`config.mk`:
```
export PLATFORM = sky130hd
export DESIGN_NAME = uvs_front
export DESIGN_NICKNAME = d
export VERILOG_FILES = /design/src/rtl/core/uvs_pkg.sv /design/src/rtl/core/uvs_front.sv
export SDC_FILE = /design/constraint.sdc
export NUM_CORES = 1
export LEC_CHECK = 0
export ABC_AREA = 0
export BUFFER_PORTS_ARGS = -buffer_cell sky130_fd_sc_hd__buf_2
export CORE_AREA = 2 2 81 83
export DETAILED_ROUTE_END_ITERATION = 10
export DIE_AREA = 0 0 83 85
export PLACE_DENSITY = 0.85
export SYNTH_ARGS = -nofsm -noshare
export SYNTH_HDL_FRONTEND = slang
export SYNTH_SLANG_ARGS = --single-unit
```
`constraint.sdc`:
```
create_clock -name vclk -period 11.9
set_input_delay 0.595 -clock vclk [all_inputs]
set_output_delay 0.595 -clock vclk [all_outputs]
set_load 0.02 [all_outputs]
```
`src/rtl/core/uvs_pkg.sv`:
```
// Shared types and constants of the UV sphere vertex generator
package uvs_pkg;

    localparam int MAX_STACKS_DEF = 255;
    localparam int MAX_SLICES_DEF = 256;
    localparam int ANGLE_BITS_DEF = 12;
    localparam int QUEUE_DEPTH    = 2;

    localparam int FRAC_BITS = 17;
    localparam int DIV_STEPS = FRAC_BITS + 1;
    localparam int QUO_W     = FRAC_BITS + 1;

    localparam longint unsigned PI_Q30 = 64'd3373259426;
    localparam logic [15:0] ONE_Q14 = 16'd16384;

    localparam logic [1:0] REG_RADIUS = 2'd0;
    localparam logic [1:0] REG_STACKS = 2'd1;
    localparam logic [1:0] REG_SLICES = 2'd2;

    typedef struct packed {
        logic [7:0] stacks;
        logic [8:0] slices;
        logic [8:0] s1;
        logic [8:0] d;
        logic       multi;
    } cfg_t;

    typedef struct packed {
        logic        in_range;
        logic        top;
        logic        bot;
        logic [15:0] vertex_index;
    } side_t;

    typedef struct packed {
        side_t      side;
        logic [8:0] ring_x;
        logic [8:0] slice_x;
    } item_t;

endpackage

```
`src/rtl/core/uvs_front.sv`:
```
// Front: accept a beat, classify the vertex and form its buffer index
module uvs_front
    import uvs_pkg::*;
(
    input  logic       in_valid,
    output logic       in_ready,
    input  logic [8:0] ring,
    input  logic [7:0] slice,
    input  cfg_t       cfg,
    input  logic       q_not_full,
    output logic       q_push,
    output item_t      q_item
);

    logic        is_top;
    logic        is_bot;
    logic        is_lat;
    logic [7:0]  ring_m1;
    logic [7:0]  mul_a;
    logic [7:0]  add_b;
    logic [16:0] idx_full;

    assign in_ready = q_not_full;
    assign q_push   = in_valid && q_not_full;

    always_comb
    begin
        is_top   = (ring == 9'd0);
        is_bot   = !is_top && (ring == cfg.s1);
        is_lat   = !is_top && (ring <= {1'b0, cfg.stacks}) && ({1'b0, slice} < cfg.slices);
        ring_m1  = ring[7:0] - 8'd1;
        mul_a    = is_bot ? cfg.stacks : ring_m1;
        add_b    = is_bot ? 8'd0 : slice;
        idx_full = {9'd0, mul_a} * {8'd0, cfg.slices} + {9'd0, add_b} + 17'd1;

        q_item.side.in_range     = is_top || is_bot || is_lat;
        q_item.side.top          = is_top;
        q_item.side.bot          = is_bot;
        q_item.side.vertex_index = (is_bot || is_lat) ? idx_full[15:0] : 16'd0;
        q_item.ring_x            = ring;
        q_item.slice_x           = {1'b0, slice};
    end

endmodule

```
==> run_results.csv <==
group,metric,value,unit
worst_hold_path,hold_end,"in_ready",
critical_path,end_kind,"output port",
placement,io_buffers,83,
finish,fin_nets,676,
sta,setup_tns,0,ns
global_routing,grt-ovfl-total,0,
critical_path,start_kind,"input pin",
cts,cts_hold_buf,0,
logic_synthesis,synth_mux_area_share,1.11,%
worst_hold_path,hold_class,"in -> out",
floorplan,std_cell_rows,29,
sta,finalHoldViolCount,0,
logic_synthesis,synth_fa_ha_area_share,46.0,%
global_routing,grt_antenna_before_repair,0,
sta,fmaxAchievable,0.127,GHz
logic_synthesis,avgSynthCellArea,7.83,sq um
placement,routabilityCongestion,0.883,
routing,routed_wl,7.83,mm
power,power_leakage,2.19,nW
finish,clockBufferCount,0,
sta,final-max-slew-violation-count,0,
critical_path,required,11.31,ns
worst_hold_path,hold_depth,2,
run,cap_violations,0,
sta,min_period,7.87,ns
sta,finalSetupViolations,0,
routing,drt_pass1_iterations,4,
routing,drtIter0Drc,204,
cts,post_cts_resized,0,
finish,nFlopsAndLatches,0,
routing,wire_per_inst,13.2,um
finish,drive_above_1_share,18.2,%
power,power_density,151,nW/um^2
sta,slew-limit-headroom,30.4,%
global_routing,grt_first_pass_wirelength,13.3,mm
placement,place_ws,4.01,ns
logic_synthesis,synth_top_family_by_area,"adder cells",
routing,postRouteAntennaNets,0,
run_status,status,"finished, final reports clean",
global_routing,grt_max_degree,21,
routing,drc,0,
floorplan,fp.dieH,85,um
floorplan,dieArea,7060,sq um
logic_synthesis,synth-compound-area-share,11.7,%
power,ir_worst_vdd,0.000196,V
floorplan,io_pins,94,
sta,setup_slack,4.03,ns
sta,tightestPinTransition,1.04,ns
cts,postCtsSetupBuffers,0,
critical_path,cp_common_cell,"fa_1",
critical_path,crit_path_max_fanout,20,
logic_synthesis,syn_inst,460,
critical_path,slowest_stage,"a2111oi_0",
critical_path,critPathKind,"in -> out",
critical_path,cp_slowest_stage_delay,0.58,ns
routing,vias,3197,
logic_synthesis,synth-xor-area-share,4.87,%
floorplan,die_w,83,um
logic_synthesis,ys_seq_area_share,0,%
placement,hpwl,6.82,mm
logic_synthesis,yosys_warnings,0,
finish,final-seq-area,0,sq um
critical_path,cp_cell_sequence,"buf_2, xnor2_1, nand3_1, nor3_1, nand2b_1, inv_2, a21oi_1, a21oi_2, nand2b_1, fa_1, fa_1, inv_1, fa_1, inv_1, fa_1, inv_1, ha_1, or3_1, nor2_1, o21ai_0, a2111oi_0, o21ai_0, nor3b_1, buf_2",
finish,antenna_cells,0,
floorplan,start_util,58.0,%
logic_synthesis,synth_top_area_cell,"fa_1",
logic_synthesis,synthSimpleGateAreaFrac,20.8,%
logic_synthesis,yosysTopAreaCellShare,27.3,%
finish,area_delta_synth_final,8.72,%
power,power,589,uW
critical_path,arrival,7.28,ns
global_routing,grt_pass1_vias,3147,
logic_synthesis,synth_area,3600,sq um
sta,rsz0062_at_grt,"false",
logic_synthesis,synth_cell_type_count,48,
sta,period_share,66.2,%
floorplan,core_area,6200,sq um
worst_hold_path,min-delay-start,"q_not_full",
logic_synthesis,syn-num-nets,618,
routing,via_per_inst,5.39,
global_routing,grt_use_total,22.1,%
logic_synthesis,synthTopCellsByArea,"fa_1 27%, ha_1 19%, inv_1 9.8%",
-- critical path: cells and delay by family --
family	cells	cell delay [ns]
adder cells (fa/ha/maj)	5	2.23
AND/OR/NAND/NOR	7	1.83
buffers and inverters	6	0.95
XOR/XNOR	1	0.22
AO/OA/AOI/OAI	5	1.43
-- cells by family after synthesis --
group                    after synthesis
AND/OR/NAND/NOR                      150
buffers and inverters                122
XOR/XNOR                              20
AO/OA/AOI/OAI                         60
other                                  1
multiplexers                           4
adder cells (fa/ha/maj)              103
-- synthesized netlist by cell type (all sizes together), types with 4 or more instances --
library cell   n
mux2i          4
inv           95
nor2          42
nor3          12
ha            54
a21oi         18
o21ai         12
buf           26
and2          17
nor2b         13
o21a           5
or3            4
fa            49
a21o           4
nand2b         9
nand2         37
xnor2         17
-- worst max-delay path by stage --
stage                 start         end  slack (ns)  cells past startpoint
finish              ring[4]  q_item[31]        4.03                     24
floorplan           ring[0]  q_item[31]        4.79                     23
global route        ring[4]  q_item[31]        3.53                     24
global placement    ring[0]  q_item[31]        4.22                     23
CTS                 ring[4]  q_item[31]        4.00                     24
detailed placement  ring[4]  q_item[31]        4.01                     24
-- routing by layer --
layer | global-route usage, % | wire [um] | up-vias
li1 | - | - | 1558
met1 | 29.5 | 3280 | 1528
met2 | 40.0 | 3970 | 101
met3 | 1.46 | 459 | 10
met4 | 4.32 | 117 | 0
met5 | 0 | 0 | -
-- report_power, final --
part / internal [mW] / leakage [nW] / switching, mW
combinational: 0.246 / 2.19 / 0.343
sequential: 0 / 0 / 0
clock: 0 / 0 / 0
-- area by class of cell --
class                      count  area, sq um
inverter                      95          357
tap                           77         96.3
multi-input combinational    338         3050
timing repair buffer          83          415
fill                         552         2290
-- layout by cell type, fill, tap and decap left out, types with 13 or more instances in the layout --
cell type   n
and2_1     17
xnor2_1    17
nor2_1     42
a21oi_1    14
ha_1       54
nor2b_1    13
fa_1       49
buf_2      83
inv_1      94
nand2_1    37
-- through the flow --
step / instance area [sq um] / hold slack, ns / utilization, % / std cells
finish: 3910 / 1.42 / 63.1 / 593
detailed placement: 3910 / 1.42 / 63.1 / 593
CTS: 3910 / 1.42 / 63.1 / 593
global route: 3910 / 1.44 / 63.1 / 593
floorplan: 3600 / 1.30 / - / 460
global placement: 3910 / 1.42 / 63.1 / 593
(Power assumes the default switching activity.)
