`config.mk`:
```
export PLATFORM = sky130hd
export DESIGN_NAME = uvs_queue
export DESIGN_NICKNAME = d
export VERILOG_FILES = /design/src/rtl/core/uvs_pkg.sv /design/src/rtl/core/uvs_queue.sv
export SDC_FILE = /design/constraint.sdc
export NUM_CORES = 1
export LEC_CHECK = 0
export BUFFER_PORTS_ARGS = -buffer_cell sky130_fd_sc_hd__buf_2
export CAP_MARGIN = 20
export CORE_AREA = 2 2 80 89
export CTS_CLUSTER_SIZE = 10
export DETAILED_ROUTE_END_ITERATION = 10
export DIE_AREA = 0 0 82 91
export HOLD_SLACK_MARGIN = 0.02
export PLACE_DENSITY = 0.77
export SLEW_MARGIN = 10
export SYNTH_ARGS = -nofsm -noshare
export SYNTH_HDL_FRONTEND = slang
export SYNTH_SLANG_ARGS = --single-unit
```
`constraint.sdc`:
```
create_clock -name clk -period 2.5 [get_ports clk]
set_clock_uncertainty 0.05 [all_clocks]
set_input_delay 0.5 -clock clk [delete_from_list [all_inputs] [get_ports clk]]
set_output_delay 0.5 -clock clk [all_outputs]
set_load 0.03 [all_outputs]
```
`src/rtl/core/uvs_pkg.sv`:
```
// Shared types and constants of the UV sphere vertex generator
package uvs_pkg;

    localparam int MAX_STACKS_DEF = 255;
    localparam int MAX_SLICES_DEF = 256;
    localparam int ANGLE_BITS_DEF = 12;
    localparam int QUEUE_DEPTH    = 2;

    localparam int FRAC_BITS = 17;
    localparam int DIV_STEPS = FRAC_BITS + 1;
    localparam int QUO_W     = FRAC_BITS + 1;

    localparam longint unsigned PI_Q30 = 64'd3373259426;
    localparam logic [15:0] ONE_Q14 = 16'd16384;

    localparam logic [1:0] REG_RADIUS = 2'd0;
    localparam logic [1:0] REG_STACKS = 2'd1;
    localparam logic [1:0] REG_SLICES = 2'd2;

    typedef struct packed {
        logic [7:0] stacks;
        logic [8:0] slices;
        logic [8:0] s1;
        logic [8:0] d;
        logic       multi;
    } cfg_t;

    typedef struct packed {
        logic        in_range;
        logic        top;
        logic        bot;
        logic [15:0] vertex_index;
    } side_t;

    typedef struct packed {
        side_t      side;
        logic [8:0] ring_x;
        logic [8:0] slice_x;
    } item_t;

endpackage

```
`src/rtl/core/uvs_queue.sv`:
```
// Short queue between the classifying front and the compute back
module uvs_queue
    import uvs_pkg::*;
#(
    parameter int DEPTH = QUEUE_DEPTH
)
(
    input  logic  clk,
    input  logic  rst_n,
    input  logic  push,
    input  item_t wr_data,
    output logic  not_full,
    input  logic  pop,
    output logic  rd_valid,
    output item_t rd_data
);

    localparam int PW = (DEPTH > 1) ? $clog2(DEPTH) : 1;
    localparam int CW = $clog2(DEPTH + 1);

    item_t          mem [0:DEPTH-1];
    logic [PW-1:0]  wr_ptr_reg;
    logic [PW-1:0]  wr_ptr_next;
    logic [PW-1:0]  rd_ptr_reg;
    logic [PW-1:0]  rd_ptr_next;
    logic [CW-1:0]  count_reg;
    logic [CW-1:0]  count_next;
    logic           do_push;
    logic           do_pop;

    assign not_full = (count_reg != CW'(DEPTH));
    assign rd_valid = (count_reg != '0);
    assign rd_data  = mem[rd_ptr_reg];
    assign do_push  = push && not_full;
    assign do_pop   = pop && rd_valid;

    always_comb
    begin
        wr_ptr_next = wr_ptr_reg;
        rd_ptr_next = rd_ptr_reg;
        count_next  = count_reg;
        if (do_push)
        begin
            wr_ptr_next = (wr_ptr_reg == PW'(DEPTH - 1)) ? '0 : wr_ptr_reg + 1'b1;
        end
        if (do_pop)
        begin
            rd_ptr_next = (rd_ptr_reg == PW'(DEPTH - 1)) ? '0 : rd_ptr_reg + 1'b1;
        end
        if (do_push && !do_pop)
        begin
            count_next = count_reg + 1'b1;
        end
        else if (do_pop && !do_push)
        begin
            count_next = count_reg - 1'b1;
        end
    end

    always_ff @(posedge clk or negedge rst_n)
    begin
        if (!rst_n)
        begin
            wr_ptr_reg <= '0;
            rd_ptr_reg <= '0;
            count_reg  <= '0;
        end
        else
        begin
            wr_ptr_reg <= wr_ptr_next;
            rd_ptr_reg <= rd_ptr_next;
            count_reg  <= count_next;
        end
    end

    always_ff @(posedge clk)
    begin
        if (do_push)
        begin
            mem[wr_ptr_reg] <= wr_data;
        end
    end

endmodule

```
==> results.toml, run 1 <==
[clock_network]
cts.clk_slew.worst_paths_ps = 80
clockRootBuffer = "clkbuf_8"
numCtsBuffers = 9
clock_path_buffers = 2
clk_latency_ps = 330
clkSinkCount = 78
post-cts-setup-buffers = 0
postCtsHoldBufs = 1
htreeDepth = 3
cts_tree = "done"
post_cts_resize_count = 0

[setup_path]
r2r_cells = 3
r2r-end = "mem[1][3]"
cp-endpoint = "rd_data[8]"
cp_top_family = "buffers and inverters"
setup.worst_path.start_class = "flip-flop"
reg2reg_from = "count_reg[0]"
crit_buf_inv = 2
critPathKind = "flip-flop to output pin"
cpPeakStageDelay_ps = 390
crit_path_end_kind = "output pin"
crit_path_max_fanout = 22
cp_slowest_cell = "mux2_2"
cp-startpoint = "rd_ptr_reg"
path_depth = 3
regToRegSetupSlack_ps = 910
required_ps = 1950
crit_chain = "buf_4 > mux2_2 > buf_2"
arrival_ps = 1610

[timing]
max_freq_mhz = 464
tightestPinTransition_ps = 375
hold_viol = 0
layout_setup_ws_ps = 343
finalSetupViolCount = 0
period_needed_ps = 2160
hold_ws_ps = 290
timing.final.max_slew_violations = 0
rsz0062_at_grt = "no"
setup_tns_ps = 0
fin_crit_sh = 0.863
maxSlewHeadroom = 0.750

[floorplanning]
die_area_um2 = 7460
fp.dieW_um = 82
core_um2 = 6520
num_rows = 31
die_h_um = 91
initial_utilization = 0.452
pin_count = 80

[synthesis]
synthArstFlopShare = 0.0513
syn-cell-area_um2 = 2950
yosysWarningCount = 0
syn_nets = 175
post_synth.cell_area_avg_um2 = 22.2
synth_edf_count = 74
synth-seq-area-share = 0.788
synth_cells = 133
synth_seq_cells = 78
synthFlopType = "edfxtp_1"
synthDistinctLibCells = 15

[drt]
vias_per_cell = 4.76
drcViolationCount = 0
wl_mm = 4.79
num_vias = 1484
ant_nets = 0
drt-initial-drc-count = 94
firstDrtPassIters = 4
wl_per_cell_um = 15.3

[place]
pre_cts_ws_ps = 704
hpwl_mm = 3.26
port_buffers = 79
place_congestion = 0.712

[global_route]
grt_pass1_wl_mm = 7.31
grt_max_degree = 25
grt-ovfl-total = 0
grt_pass1_vias = 1489
track_usage = 0.138
antenna_found_initial = 0

[cells_and_area]
fillers = 512
multi_input_area_um2 = 591
area_growth_pct = 26.0
ff_latch_area_um2 = 2320
drive_gt1_frac = 0.600
nNetsFinal = 267
diodes = 0
largest_reg_flops = 74

[power]
p_leak_uw = 0.00147
ir_worst_vdd_uv = 772
total_power_uw = 4790
power_density_nw_per_um2 = 1290

[job]
cap_viol_max_count = 0

[worst_hold_path]
min_from = "wr_data[30]"
min_path_type = "primary input to flip-flop"

[status]
status = "finished clean"
## cell usage after synthesis, types with 2 or more instances
master     n  share of area
xnor2_1    3         0.0089
nand2_1    2         0.0025
mux2_4    20           0.10
dfrtp_1    4          0.034
mux2_2    17          0.065
edfxtp_1  74           0.75
nor2_1     2         0.0025
buf_6      3          0.011
xor2_1     2         0.0059
## how the worst min path moves through the flow
stage | slack [ps] | to | cells after the start
3_5_place_dp | 260 | count_reg[1] | 1
5_1_grt | 270 | mem[1][30] | 1
4_1_cts | 270 | mem[1][30] | 1
6_report | 290 | mem[0][30] | 1
3_3_place_gp | 260 | count_reg[1] | 1
2_1_floorplan | 150 | count_reg[0] | 0
## cell usage in the layout (no fill, tap or decap), drive strengths merged, types with 2 or more instances in the layout
| master | count |
|---|---|
| xnor2 | 3 |
| nand2 | 2 |
| clkbuf | 10 |
| bufinv | 3 |
| nor2 | 2 |
| edfxtp | 74 |
| xor2 | 2 |
| mux2 | 37 |
| buf | 84 |
| clkinv | 2 |
| dfrtp | 4 |
## stage by stage
| stage | util | cells | area, um2 |
|---|---|---|---|
| after floorplan | - | 133 | 2950 |
| after global placement | 0.532 | 295 | 3470 |
| after global routing | 0.570 | 312 | 3710 |
| final | 0.570 | 312 | 3710 |
| after CTS | 0.570 | 312 | 3710 |
| after detailed placement | 0.532 | 295 | 3470 |
## kinds of logic after synthesis
kind of cell | synth area share
and+or+nand+nor | 0.0115
DFF | 0.788
buffers and inverters | 0.0144
xor gates and xnor gates | 0.0149
adders and majority gates | 0.00425
muxes | 0.167
## final cells by class
class,count,share of cell area
clock buffer,10,0.0344
sequential,78,0.626
timing repair buffer,85,0.123
clock inverter,6,0.0296
inverter,1,0.00101
tap,82,0.0276
multi-input combinational,50,0.159
## power by group
group	internal, uW	switching (uW)	total [uW]	leakage [uW]
Combinational	700	1120	1820	0.000623
Clock	662	427	1090	0.000114
Sequential	1790	88.7	1880	0.000733
## routing by layer
metal,up-vias,GRT usage,wire [um]
met3,11,0.0308,246
met4,0,0.0917,144
li1,699,-,-
met5,-,0,0
met1,723,0.152,1930
met2,51,0.232,2470
(Power assumes the default switching activity.)
==> run 2, diff against run 1 <==
- CORE_AREA: 2 2 80 89 -> 2 2 76 85
- DIE_AREA: 0 0 82 91 -> 0 0 78 87
- PLACE_DENSITY: 0.77 -> 0.8
- clock period: 2.5 -> 2.14 ns (I/O delays scaled with it)
==> results.toml, run 2 (same netlist as run 1, synthesis figures left out) <==
[status]
status = "finished clean"

[clock_network]
numCtsBuffers = 9
cts.clk_slew.worst_paths_ps = 80
htreeDepth = 3
clk_latency_ps = 330
clock_path_buffers = 2
clkSinkCount = 78
post_cts_resize_count = 0
post-cts-setup-buffers = 0
clockRootBuffer = "clkbuf_8"
cts_tree = "done"

[timing]
hold_ws_ps = 220
setup_tns_ps = 0
maxSlewHeadroom = 0.829
tightestPinTransition_ps = 256
finalSetupViolCount = 0
layout_setup_ws_ps = 136
hold_viol = 0
fin_crit_sh = 0.936
max_freq_mhz = 499
period_needed_ps = 2000
rsz0062_at_grt = "no"
timing.final.max_slew_violations = 0

[job]
cap_viol_max_count = 0

[drt]
num_vias = 1468
wl_met2_mm = 2.31
wl_met3_um = 279
ant_nets = 0
drt-initial-drc-count = 74
wl_per_cell_um = 15.1
met1_length_mm = 1.96
vias_per_cell = 4.75
wl_mm = 4.68
firstDrtPassIters = 4
drcViolationCount = 0
maxUsedRoutingLayer = "met4"

[global_route]
grt_pass1_wl_mm = 7.20
grt-ovfl-total = 0
track_usage = 0.149
grt_pass1_vias = 1538
grt_max_degree = 39
antenna_found_initial = 1

[setup_path]
critPathKind = "flip-flop to output pin"
setup.worst_path.start_class = "flip-flop"
arrival_ps = 1530
cpPeakStageDelay_ps = 380
cp_slowest_cell = "mux2_2"
crit_path_end_kind = "output pin"
crit_chain = "buf_12 > mux2_2 > buf_2"
required_ps = 1660
crit_path_max_fanout = 38

[cells_and_area]
stdcell_area_um2 = 3680
drive_gt1_frac = 0.596
final_common_cell = "buf_2"
area_growth_pct = 24.8
layout_common_cells = "buf_2 (79), edfxtp_1 (74), mux2_4 (20)"
fillers = 469
nNetsFinal = 265
largest_reg_flops = 74

[floorplanning]
die_area_um2 = 6790
pin_count = 80
fp.dieW_um = 78
num_rows = 30
initial_utilization = 0.491
core_um2 = 6010
die_h_um = 87

[power]
power_density_nw_per_um2 = 1470
p_leak_uw = 0.00144
ir_worst_vdd_uv = 903
total_power_uw = 5390

[place]
place_congestion = 0.701
place_area_um2 = 3470
pre_cts_ws_ps = 478
hpwl_mm = 3.03
port_buffers = 79

[worst_hold_path]
min_path_type = "primary input to flip-flop"
run 2: cell types whose count changed in the layout (fill, tap and decap cells not counted), sizes merged:
cell and change:
diode +1, buf -2, clkinvlp +1, clkinv -1, clkbuf +1, bufinv -2
inv +1
run 2: layout make-up:
type	instances	area, um2	area share
Antenna cell	1	2.50	0.000681
Clock buffer	11	131	0.0357
Clock inverter	5	58.8	0.0160
Inverter	1	3.75	0.00102
Multi-Input combinational cell	50	591	0.161
Sequential cell	78	2320	0.632
Tap cell	80	100	0.0272
Timing Repair Buffer	83	465	0.127
run 2: stage by stage:
stage / utilization / std cells
final: 0.612 / 309
after global routing: 0.612 / 308
after CTS: 0.612 / 308
after detailed placement: 0.578 / 291
after global placement: 0.578 / 291
after floorplan: - / 133
run 2: per-layer routing:
| metal | GRT usage | vias up |
|---|---|---|
| li1 | - | 695 |
| met1 | 0.172 | 708 |
| met2 | 0.239 | 54 |
| met3 | 0.0581 | 11 |
| met4 | 0.0845 | 0 |
| met5 | 0 | - |
run 2: final timing paths:
path	startpoint	endpoint	slack [ps]	depth (start not counted)
setup / recovery	rd_ptr_reg	rd_data[22]	140	3
hold / removal	wr_data[3]	mem[1][3]	220	1
setup reg to reg	count_reg[0]	count_reg[1]	520	7
hold reg to reg	count_reg[1]	count_reg[1]	470	1
max in group asynchronous	rst_n	rd_ptr_reg	1520	2
min in group asynchronous	rst_n	wr_ptr_reg	380	2
run 2: power breakdown:
group	total [uW]	switching, uW	internal (uW)
registers	2200	111	2090
clock network	1040	495	541
logic	2150	1310	841
total	5390	1920	3470
run 2: worst max-delay path, delay by kind of cell, from the launching register on:
| kind | cells | cell delay [ps] |
|---|---|---|
| buffers and inverters | 2 | 440 |
| flip-flops | 1 | 370 |
| multiplexers | 1 | 380 |
run 2: what timing repair did:
| item | 4_1_cts | 5_1_grt |
|---|---|---|
| setup endpoints to repair | 0 | 0 |
| hold buffers | 1 | 0 |
| endpoints found under the hold margin | 4 | 0 |
